[src/hw/rtl/cprgd_pkg.sv]
`default_nettype none
package cprgd_pkg;

  localparam int FracBits  = 17;
  localparam int LatBits   = 24;
  localparam int AngleBits = 32;
  localparam int NlBits    = 6;
  localparam int NlLimits  = 58;
  localparam int NlMax     = 59;
  localparam int DivSteps  = 8;
  localparam int DivStages = AngleBits / DivSteps;

  // Zone offset of 60 whole zones plus one half, keeps sums non-negative
  localparam logic [23:0] RoundBias = 24'd7929856;
  localparam logic [22:0] LatWrapAt = 23'd5898240;
  localparam logic signed [23:0] LatFull = 24'sd7864320;

  localparam logic [20:0] NL_LIMIT [NlLimits] = '{
    21'd228731,  21'd323927,  21'd397285,  21'd459395,  21'd514350,  21'd564249,
    21'd610337,  21'd653424,  21'd694073,  21'd732692,  21'd769590,  21'd805007,
    21'd839133,  21'd872122,  21'd904103,  21'd935180,  21'd965445,  21'd994974,
    21'd1023833, 21'd1052080, 21'd1079766, 21'd1106936, 21'd1133630, 21'd1159882,
    21'd1185725, 21'd1211188, 21'd1236298, 21'd1261076, 21'd1285547, 21'd1309729,
    21'd1333640, 21'd1357298, 21'd1380719, 21'd1403916, 21'd1426904, 21'd1449694,
    21'd1472299, 21'd1494729, 21'd1516993, 21'd1539103, 21'd1561065, 21'd1582888,
    21'd1604579, 21'd1626144, 21'd1647588, 21'd1668915, 21'd1690128, 21'd1711227,
    21'd1732211, 21'd1753072, 21'd1773798, 21'd1794367, 21'd1814736, 21'd1834828,
    21'd1854487, 21'd1873356, 21'd1890395, 21'd1900544
  };

  typedef struct packed {
    logic                       valid;
    logic signed [LatBits-1:0]  lat;
    logic [FracBits-1:0]        xe;
    logic [FracBits-1:0]        xo;
  } lat_beat_t;

  typedef struct packed {
    logic                       valid;
    logic signed [LatBits-1:0]  lat;
    logic [NlBits-1:0]          nl;
    logic [FracBits-1:0]        xe;
    logic [FracBits-1:0]        xo;
  } zone_beat_t;

  typedef struct packed {
    logic                       valid;
    logic [NlBits-1:0]          rem;
    logic [AngleBits-1:0]       word;
    logic signed [LatBits-1:0]  lat;
    logic [NlBits-1:0]          nl;
  } div_beat_t;

endpackage
`default_nettype wire

[src/hw/rtl/cprgd_lat.sv]
`default_nettype none
module cprgd_lat (
  input  wire logic                clk,
  input  wire logic                rst_n,
  input  wire logic                in_valid,
  input  wire logic [16:0]         le,
  input  wire logic [16:0]         lo,
  input  wire logic [16:0]         xe,
  input  wire logic [16:0]         xo,
  output cprgd_pkg::lat_beat_t     beat_out
);

  cprgd_pkg::lat_beat_t beat_r, beat_nxt;

  always_comb begin
    logic [22:0] p59;
    logic [22:0] p60;
    logic [23:0] num;
    logic [6:0]  jp;
    logic [5:0]  jm;
    logic [22:0] latu;
    p59  = {6'd0, le} * 23'd59;
    p60  = {6'd0, lo} * 23'd60;
    num  = {1'b0, p59} + cprgd_pkg::RoundBias - {1'b0, p60};
    jp   = num[23:17];
    jm   = (jp >= 7'd60) ? 6'(jp - 7'd60) : jp[5:0];
    latu = {jm, le};
    beat_nxt.valid = in_valid;
    beat_nxt.xe    = xe;
    beat_nxt.xo    = xo;
    if (latu >= cprgd_pkg::LatWrapAt) begin
      beat_nxt.lat = $signed({1'b0, latu}) - cprgd_pkg::LatFull;
    end else begin
      beat_nxt.lat = $signed({1'b0, latu});
    end
  end

  always_ff @(posedge clk) begin
    if (!rst_n) begin
      beat_r.valid <= 1'b0;
    end else begin
      beat_r <= beat_nxt;
    end
  end

  assign beat_out = beat_r;

endmodule
`default_nettype wire

[src/hw/rtl/cprgd_zone.sv]
`default_nettype none
module cprgd_zone (
  input  wire logic                  clk,
  input  wire logic                  rst_n,
  input  cprgd_pkg::lat_beat_t       beat_in,
  output cprgd_pkg::zone_beat_t      beat_out
);

  logic [cprgd_pkg::NlLimits-1:0] ge_r, ge_nxt;
  cprgd_pkg::lat_beat_t           hold_r;
  cprgd_pkg::zone_beat_t          beat_r, beat_nxt;

  // compare magnitude against every zone boundary
  always_comb begin
    logic [22:0] mag;
    mag = beat_in.lat[23] ? 23'(-beat_in.lat) : beat_in.lat[22:0];
    for (int i = 0; i < cprgd_pkg::NlLimits; i++) begin
      ge_nxt[i] = (mag >= {2'b00, cprgd_pkg::NL_LIMIT[i]});
    end
  end

  always_comb begin
    logic [5:0] cnt;
    cnt = '0;
    for (int i = 0; i < cprgd_pkg::NlLimits; i++) begin
      cnt = cnt + 6'(ge_r[i]);
    end
    beat_nxt.valid = hold_r.valid;
    beat_nxt.lat   = hold_r.lat;
    beat_nxt.xe    = hold_r.xe;
    beat_nxt.xo    = hold_r.xo;
    beat_nxt.nl    = 6'(cprgd_pkg::NlMax) - cnt;
  end

  always_ff @(posedge clk) begin
    ge_r <= ge_nxt;
    if (!rst_n) begin
      hold_r.valid <= 1'b0;
      beat_r.valid <= 1'b0;
    end else begin
      hold_r <= beat_in;
      beat_r <= beat_nxt;
    end
  end

  assign beat_out = beat_r;

endmodule
`default_nettype wire

[src/hw/rtl/cprgd_lon.sv]
`default_nettype none
module cprgd_lon (
  input  wire logic                  clk,
  input  wire logic                  rst_n,
  input  cprgd_pkg::zone_beat_t      beat_in,
  output cprgd_pkg::div_beat_t       beat_out
);

  logic        valid_r;
  logic [6:0]  t_r, t_nxt;
  logic [16:0] xe_r;
  logic [5:0]  nl_r;
  logic signed [23:0] lat_r;
  cprgd_pkg::div_beat_t beat_r, beat_nxt;

  function automatic logic [5:0] mod7(input logic [6:0] v, input logic [5:0] d);
    logic [6:0] r2;
    logic [5:0] r;
    r = '0;
    for (int i = 6; i >= 0; i--) begin
      r2 = {r, v[i]};
      if (r2 >= {1'b0, d}) begin
        r2 = r2 - {1'b0, d};
      end
      r = r2[5:0];
    end
    return r;
  endfunction

  always_comb begin
    logic [22:0] pe;
    logic [22:0] po;
    logic [23:0] num;
    pe    = {6'd0, beat_in.xe} * {17'd0, 6'(beat_in.nl - 6'd1)};
    po    = {6'd0, beat_in.xo} * {17'd0, beat_in.nl};
    num   = {1'b0, pe} + cprgd_pkg::RoundBias - {1'b0, po};
    t_nxt = num[23:17];
  end

  // (t - 60) mod ni, taken as (t mod ni) - (60 mod ni) with wrap
  always_comb begin
    logic [5:0] rt;
    logic [5:0] r60;
    logic [5:0] mm;
    rt  = mod7(t_r, nl_r);
    r60 = mod7(7'd60, nl_r);
    if (rt >= r60) begin
      mm = rt - r60;
    end else begin
      mm = 6'(rt + nl_r - r60);
    end
    beat_nxt.valid = valid_r;
    beat_nxt.rem   = mm;
    beat_nxt.word  = {xe_r, 15'd0};
    beat_nxt.lat   = lat_r;
    beat_nxt.nl    = nl_r;
  end

  always_ff @(posedge clk) begin
    t_r     <= t_nxt;
    xe_r    <= beat_in.xe;
    nl_r    <= beat_in.nl;
    lat_r   <= beat_in.lat;
    if (!rst_n) begin
      valid_r      <= 1'b0;
      beat_r.valid <= 1'b0;
    end else begin
      valid_r <= beat_in.valid;
      beat_r  <= beat_nxt;
    end
  end

  assign beat_out = beat_r;

endmodule
`default_nettype wire

[src/hw/rtl/cprgd_div_stage.sv]
`default_nettype none
module cprgd_div_stage (
  input  wire logic                clk,
  input  wire logic                rst_n,
  input  cprgd_pkg::div_beat_t     beat_in,
  output cprgd_pkg::div_beat_t     beat_out
);

  cprgd_pkg::div_beat_t beat_r, beat_nxt;

  // restoring division: take dividend bits off the top, shift quotient bits in at the bottom
  always_comb begin
    logic [6:0]  r2;
    logic [5:0]  r;
    logic [31:0] w;
    r = beat_in.rem;
    w = beat_in.word;
    for (int i = 0; i < cprgd_pkg::DivSteps; i++) begin
      r2 = {r, w[31]};
      if (r2 >= {1'b0, beat_in.nl}) begin
        r2 = r2 - {1'b0, beat_in.nl};
        w  = {w[30:0], 1'b1};
      end else begin
        w  = {w[30:0], 1'b0};
      end
      r = r2[5:0];
    end
    beat_nxt       = beat_in;
    beat_nxt.rem   = r;
    beat_nxt.word  = w;
  end

  always_ff @(posedge clk) begin
    if (!rst_n) begin
      beat_r.valid <= 1'b0;
    end else begin
      beat_r <= beat_nxt;
    end
  end

  assign beat_out = beat_r;

endmodule
`default_nettype wire

[src/hw/rtl/cpr_global_position_decode.sv]
// Each start is registered through the latitude, zone, longitude and divide stages.
// Throughput: one beat per cycle; busy stays low, so start may be high in every cycle.
// The longitude divide takes four stages of eight quotient bits each and sets the depth.
// Reset: synchronous, active low; clears all stage valid bits, so no strobe follows reset.
// The receiver cannot stall: each result is on the out_ ports for one cycle only.
`default_nettype none
module cpr_global_position_decode (
  input  wire logic               clk,
  input  wire logic               rst_n,
  input  wire logic               start,
  output logic                    busy,
  input  wire logic [16:0]        in_lat_even_cpr,
  input  wire logic [16:0]        in_lat_odd_cpr,
  input  wire logic [16:0]        in_lon_even_cpr,
  input  wire logic [16:0]        in_lon_odd_cpr,
  output logic                    out_valid,
  output logic signed [23:0]      out_latitude_units,
  output logic signed [31:0]      out_longitude_angle,
  output logic [5:0]              out_zone_count
);

  cprgd_pkg::lat_beat_t  lat_beat;
  cprgd_pkg::zone_beat_t zone_beat;
  cprgd_pkg::div_beat_t  div_beat [cprgd_pkg::DivStages+1];

  assign busy = 1'b0;

  cprgd_lat u_lat (
    .clk      (clk),
    .rst_n    (rst_n),
    .in_valid (start),
    .le       (in_lat_even_cpr),
    .lo       (in_lat_odd_cpr),
    .xe       (in_lon_even_cpr),
    .xo       (in_lon_odd_cpr),
    .beat_out (lat_beat)
  );

  cprgd_zone u_zone (
    .clk      (clk),
    .rst_n    (rst_n),
    .beat_in  (lat_beat),
    .beat_out (zone_beat)
  );

  cprgd_lon u_lon (
    .clk      (clk),
    .rst_n    (rst_n),
    .beat_in  (zone_beat),
    .beat_out (div_beat[0])
  );

  for (genvar g = 0; g < cprgd_pkg::DivStages; g++) begin : g_div
    cprgd_div_stage u_div (
      .clk      (clk),
      .rst_n    (rst_n),
      .beat_in  (div_beat[g]),
      .beat_out (div_beat[g+1])
    );
  end

  assign out_valid           = div_beat[cprgd_pkg::DivStages].valid;
  assign out_latitude_units  = div_beat[cprgd_pkg::DivStages].lat;
  assign out_longitude_angle = $signed(div_beat[cprgd_pkg::DivStages].word);
  assign out_zone_count      = div_beat[cprgd_pkg::DivStages].nl;

  a_latency: assert property (@(posedge clk) disable iff (!rst_n)
    start |-> ##9 out_valid) else $error("result strobe missing");

  a_zone_range: assert property (@(posedge clk) disable iff (!rst_n)
    out_valid |-> (out_zone_count != 6'd0) && (out_zone_count <= 6'd59))
    else $error("zone count out of range");

  a_lat_range: assert property (@(posedge clk) disable iff (!rst_n)
    out_valid |-> (out_latitude_units >= -24'sd1966080) &&
                  (out_latitude_units <= 24'sd5898239))
    else $error("latitude out of range");

  a_divide_done: assert property (@(posedge clk) disable iff (!rst_n)
    out_valid |-> div_beat[cprgd_pkg::DivStages].rem < out_zone_count)
    else $error("divide remainder not below divisor");

endmodule
`default_nettype wire

[config.mk]
export PLATFORM = sky130hd
export DESIGN_NAME = cpr_global_position_decode
export DESIGN_NICKNAME = d
export VERILOG_FILES = /design/src/hw/rtl/cprgd_pkg.sv /design/src/hw/rtl/cprgd_lat.sv /design/src/hw/rtl/cprgd_zone.sv /design/src/hw/rtl/cprgd_lon.sv /design/src/hw/rtl/cprgd_div_stage.sv /design/src/hw/rtl/cpr_global_position_decode.sv
export SDC_FILE = /design/constraint.sdc
export NUM_CORES = 2
export LEC_CHECK = 0
export ABC_CLOCK_PERIOD_IN_PS = 39400
export BUFFER_PORTS_ARGS = -buffer_cell sky130_fd_sc_hd__buf_4
export CAP_MARGIN = 20
export CORE_UTILIZATION = 35
export CTS_CLUSTER_DIAMETER = 100
export DETAILED_ROUTE_END_ITERATION = 6
export HOLD_SLACK_MARGIN = 0.05
export SLEW_MARGIN = 20
export SYNTH_ARGS = -nofsm -noshare
export SYNTH_HDL_FRONTEND = slang
export SYNTH_SLANG_ARGS = --single-unit
[constraint.sdc]
create_clock -name clk -period 39.4 [get_ports clk]
set_input_delay 1.97 -clock clk [delete_from_list [all_inputs] [get_ports clk]]
set_output_delay 1.97 -clock clk [all_outputs]
set_load 0.01 [all_outputs]
==> results.yml <==
routing:
  wl_met2_um: 53100
  top_layer_used: "met5"
  dr.pass1.iters: 6
  drt_wl_total_um: 106000
  routed-wl-met3_um: 3990
  ant_nets: 0
  wl_met1_um: 45200
  routed_via_density: 5.03
  wl_per_cell_um: 17.2
  drt_drc_violations_left: 0
  drtIter0Drc: 1841
  num_vias: 31200
synthesis:
  yosys.area_share.simple: 0.104
  synth_top_area_frac: 0.303
  synth_fa_ha_area_frac: 0.276
  synth_mux_area_frac: 0.0360
  synth_cell_type_count: 104
  synth_top_family_by_area: "adder cells"
  synth_compound_area_frac: 0.124
  synthCells: 4277
  syn_avg_cell_area_sq_um: 10.7
  ys_async_sr_fraction: 0
  ys_seq_area_frac: 0.356
  yosys-top-cells-area: "edfxtp_1 (30%), fa_1 (15%), ha_1 (13%)"
  syn_area_sq_um: 45700
  ys.flop_type: "edfxtp_1"
  yosys_warnings: 0
  synth_xor_area_frac: 0.0426
  synth_edf_count: 461
  synth_top_area_cell: "edfxtp_1"
  synth.ff_latch_count: 582
grt:
  grt_overflow: 0
  grt_max_degree: 91
  gr-usage-all-layers: 0.163
  grt_pass1_wl_um: 172000
  first_global_vias: 32300
  antenna_found_initial: 3
placement:
  place_area_sq_um: 48500
  portBuffers: 133
  gp_congestion: 0.928
  post-place-ws_ns: 18.86
  hpwl_um: 82000
critical_path:
  worstSetupPathType: "reg2reg"
  cpMaxStageDelayCell: "edfxtp_1"
  cp-startpoint: "u_lon.beat_out[1]"
  r2r_end: "g_div[0].u_div.beat_out[65]"
  timing.rr.start: "u_lon.beat_out[1]"
  required_ns: 39.80
  r2r_slack_ns: 18.69
  max_stage_delay_ns: 0.76
  arrival_ns: 21.11
  cp-end-kind: "flip-flop"
  cp_common_cell: "ha_1"
  ff2ff_path_depth: 77
  crit_end: "g_div[0].u_div.beat_out[65]"
  start_kind: "flip-flop"
  crit_fanout: 10
clocking:
  ctsResizeCount: 0
  cts_hold_buf: 0
  cts_buffers: 69
  clk_transition_reported_paths_ns: 0.06
  clkSinkCount: 582
  cts_buffer_depth: 3
  cts_tree: "yes"
  clkLatencyLatePin_ns: 0.65
  post_cts_buffers: 0
  htreeDepth: 3
  cts_root_buffer: "clkbuf_16"
timing:
  maxSlewHeadroom: 0.344
  fin_skew_ns: 0.0216
  finalCriticalPeriod_ns: 20.71
  worst_pin_slew_ns: 0.977
  layout_setup_ws_ns: 18.69
  final_hold_viol_count: 0
  tns_ns: 0
  timing.final.crit_share: 0.526
  rsz0062_at_grt: "no"
  slew_violations: 0
  setup_viol: 0
  fmax_ghz: 0.0483
cells_and_area:
  final_net_count: 5271
  final_common_cell: "inv_1"
  design_area_sq_um: 50700
  syn_to_final_growth_pct: 11.0
  n_antenna_cell: 0
  fin_util: 0.392
  final_cell_mix: "inv_1 (525), ha_1 (473), edfxtp_1 (461), fa_1 (334), nand2_1 (292)"
  drive_gt1_frac: 0.0962
floorplanning:
  die-area_sq_um: 132000
  die_y_um: 363
  core-area_sq_um: 129000
  initial_core_util: 0.353
  io_pins: 135
  rows: 132
  fp.dieW_um: 363
status:
  status: "finished clean"
run:
  maxCapViolations: 0
worst_hold_path:
  min_path_type: "reg2reg"
metrics by stage:
step | std cells | hold slack [ns]
after floorplan | 4280 | 0.323
after global placement | 6064 | 0.327
after detailed placement | 6064 | 0.328
after CTS | 6191 | 0.343
after global routing | 6191 | 0.344
final | 6191 | 0.338
critical path: cells and delay by family (launching register included):
family          cells  cell delay [ns]
compound gates     40            10.16
simple gates       16             3.64
fa+ha+maj           8             2.52
mux                 5             2.09
buf+inv             8             1.28
flops               1             0.76
area by class of cell:
class | instances | area, sq um
sequential | 582 | 16300
inverter | 536 | 2010
clock inverter | 36 | 300
clock buffer | 91 | 1930
multi-input combinational | 3023 | 26700
timing repair buffer | 181 | 1370
tap | 1742 | 2180
fill | 12700 | 78800
synthesized netlist by cell type, drive strengths merged, types with 17 or more instances:
library cell and instances:
nand2 292, o21ai 250, dfxtp 121, or2 21, nand4 32, and2 98, nor2 210, buf 76
edfxtp 461, xor2 98, o21a 39, nor4 17, nand3 55, xnor2 124, a21oi 233, or3 17
a31oi 28, nor3 54, mux2i 60, nand2b 66, o21bai 17, a21o 101, nor2b 50, and3 18
a211oi 25, inv 535, o211ai 20, fa 334, mux2 87, clkbuf 63, ha 473, a21boi 17
routing by layer:
| layer | vias to the layer above | global-route usage |
|---|---|---|
| met4 | 2 | 0.0653 |
| met1 | 15200 | 0.198 |
| li1 | 15100 | - |
| met3 | 222 | 0.0226 |
| met2 | 653 | 0.291 |
| met5 | - | 0 |
state kept, by name, indices dropped and copies added, names as in the netlist:
signal and count:
u_lon.lat_r 24, u_zone.beat_out 65, u_lon.valid_r 1, u_lon.nl_r 6
u_lon.xe_r 17, g_div.u_div.beat_out 232, u_zone.ge_r 58, u_lon.beat_out 54
u_lat.beat_out 59, u_lon.t_r 7, u_zone.beat_nxt 59
worst min-delay path by stage:
stage                        startpoint              end  slack [ns]  cells past startpoint
global route        u_zone.beat_out[52]  u_lon.lat_r[12]        0.34                      0
finish              u_zone.beat_out[44]   u_lon.lat_r[4]        0.34                      0
global placement    u_zone.beat_out[40]   u_lon.lat_r[0]        0.33                      0
CTS                 u_zone.beat_out[52]  u_lon.lat_r[12]        0.34                      0
floorplan           u_zone.beat_out[40]   u_lon.lat_r[0]        0.32                      0
detailed placement  u_zone.beat_out[53]  u_lon.lat_r[13]        0.33                      0
kinds of logic (layout without fill, tap and decap cells):
group / after synthesis / count (layout)
xor+xnor: 222 / 222
fa+ha+maj: 807 / 807
simple gates: 963 / 963
other cells: 2 / 5
buf+inv: 675 / 844
flops: 582 / 582
compound gates: 879 / 879
mux: 147 / 147
Power is left out: the tool's default activity adds up to more than one toggle a clock period on the data nets, which glitch-free logic cannot reach.
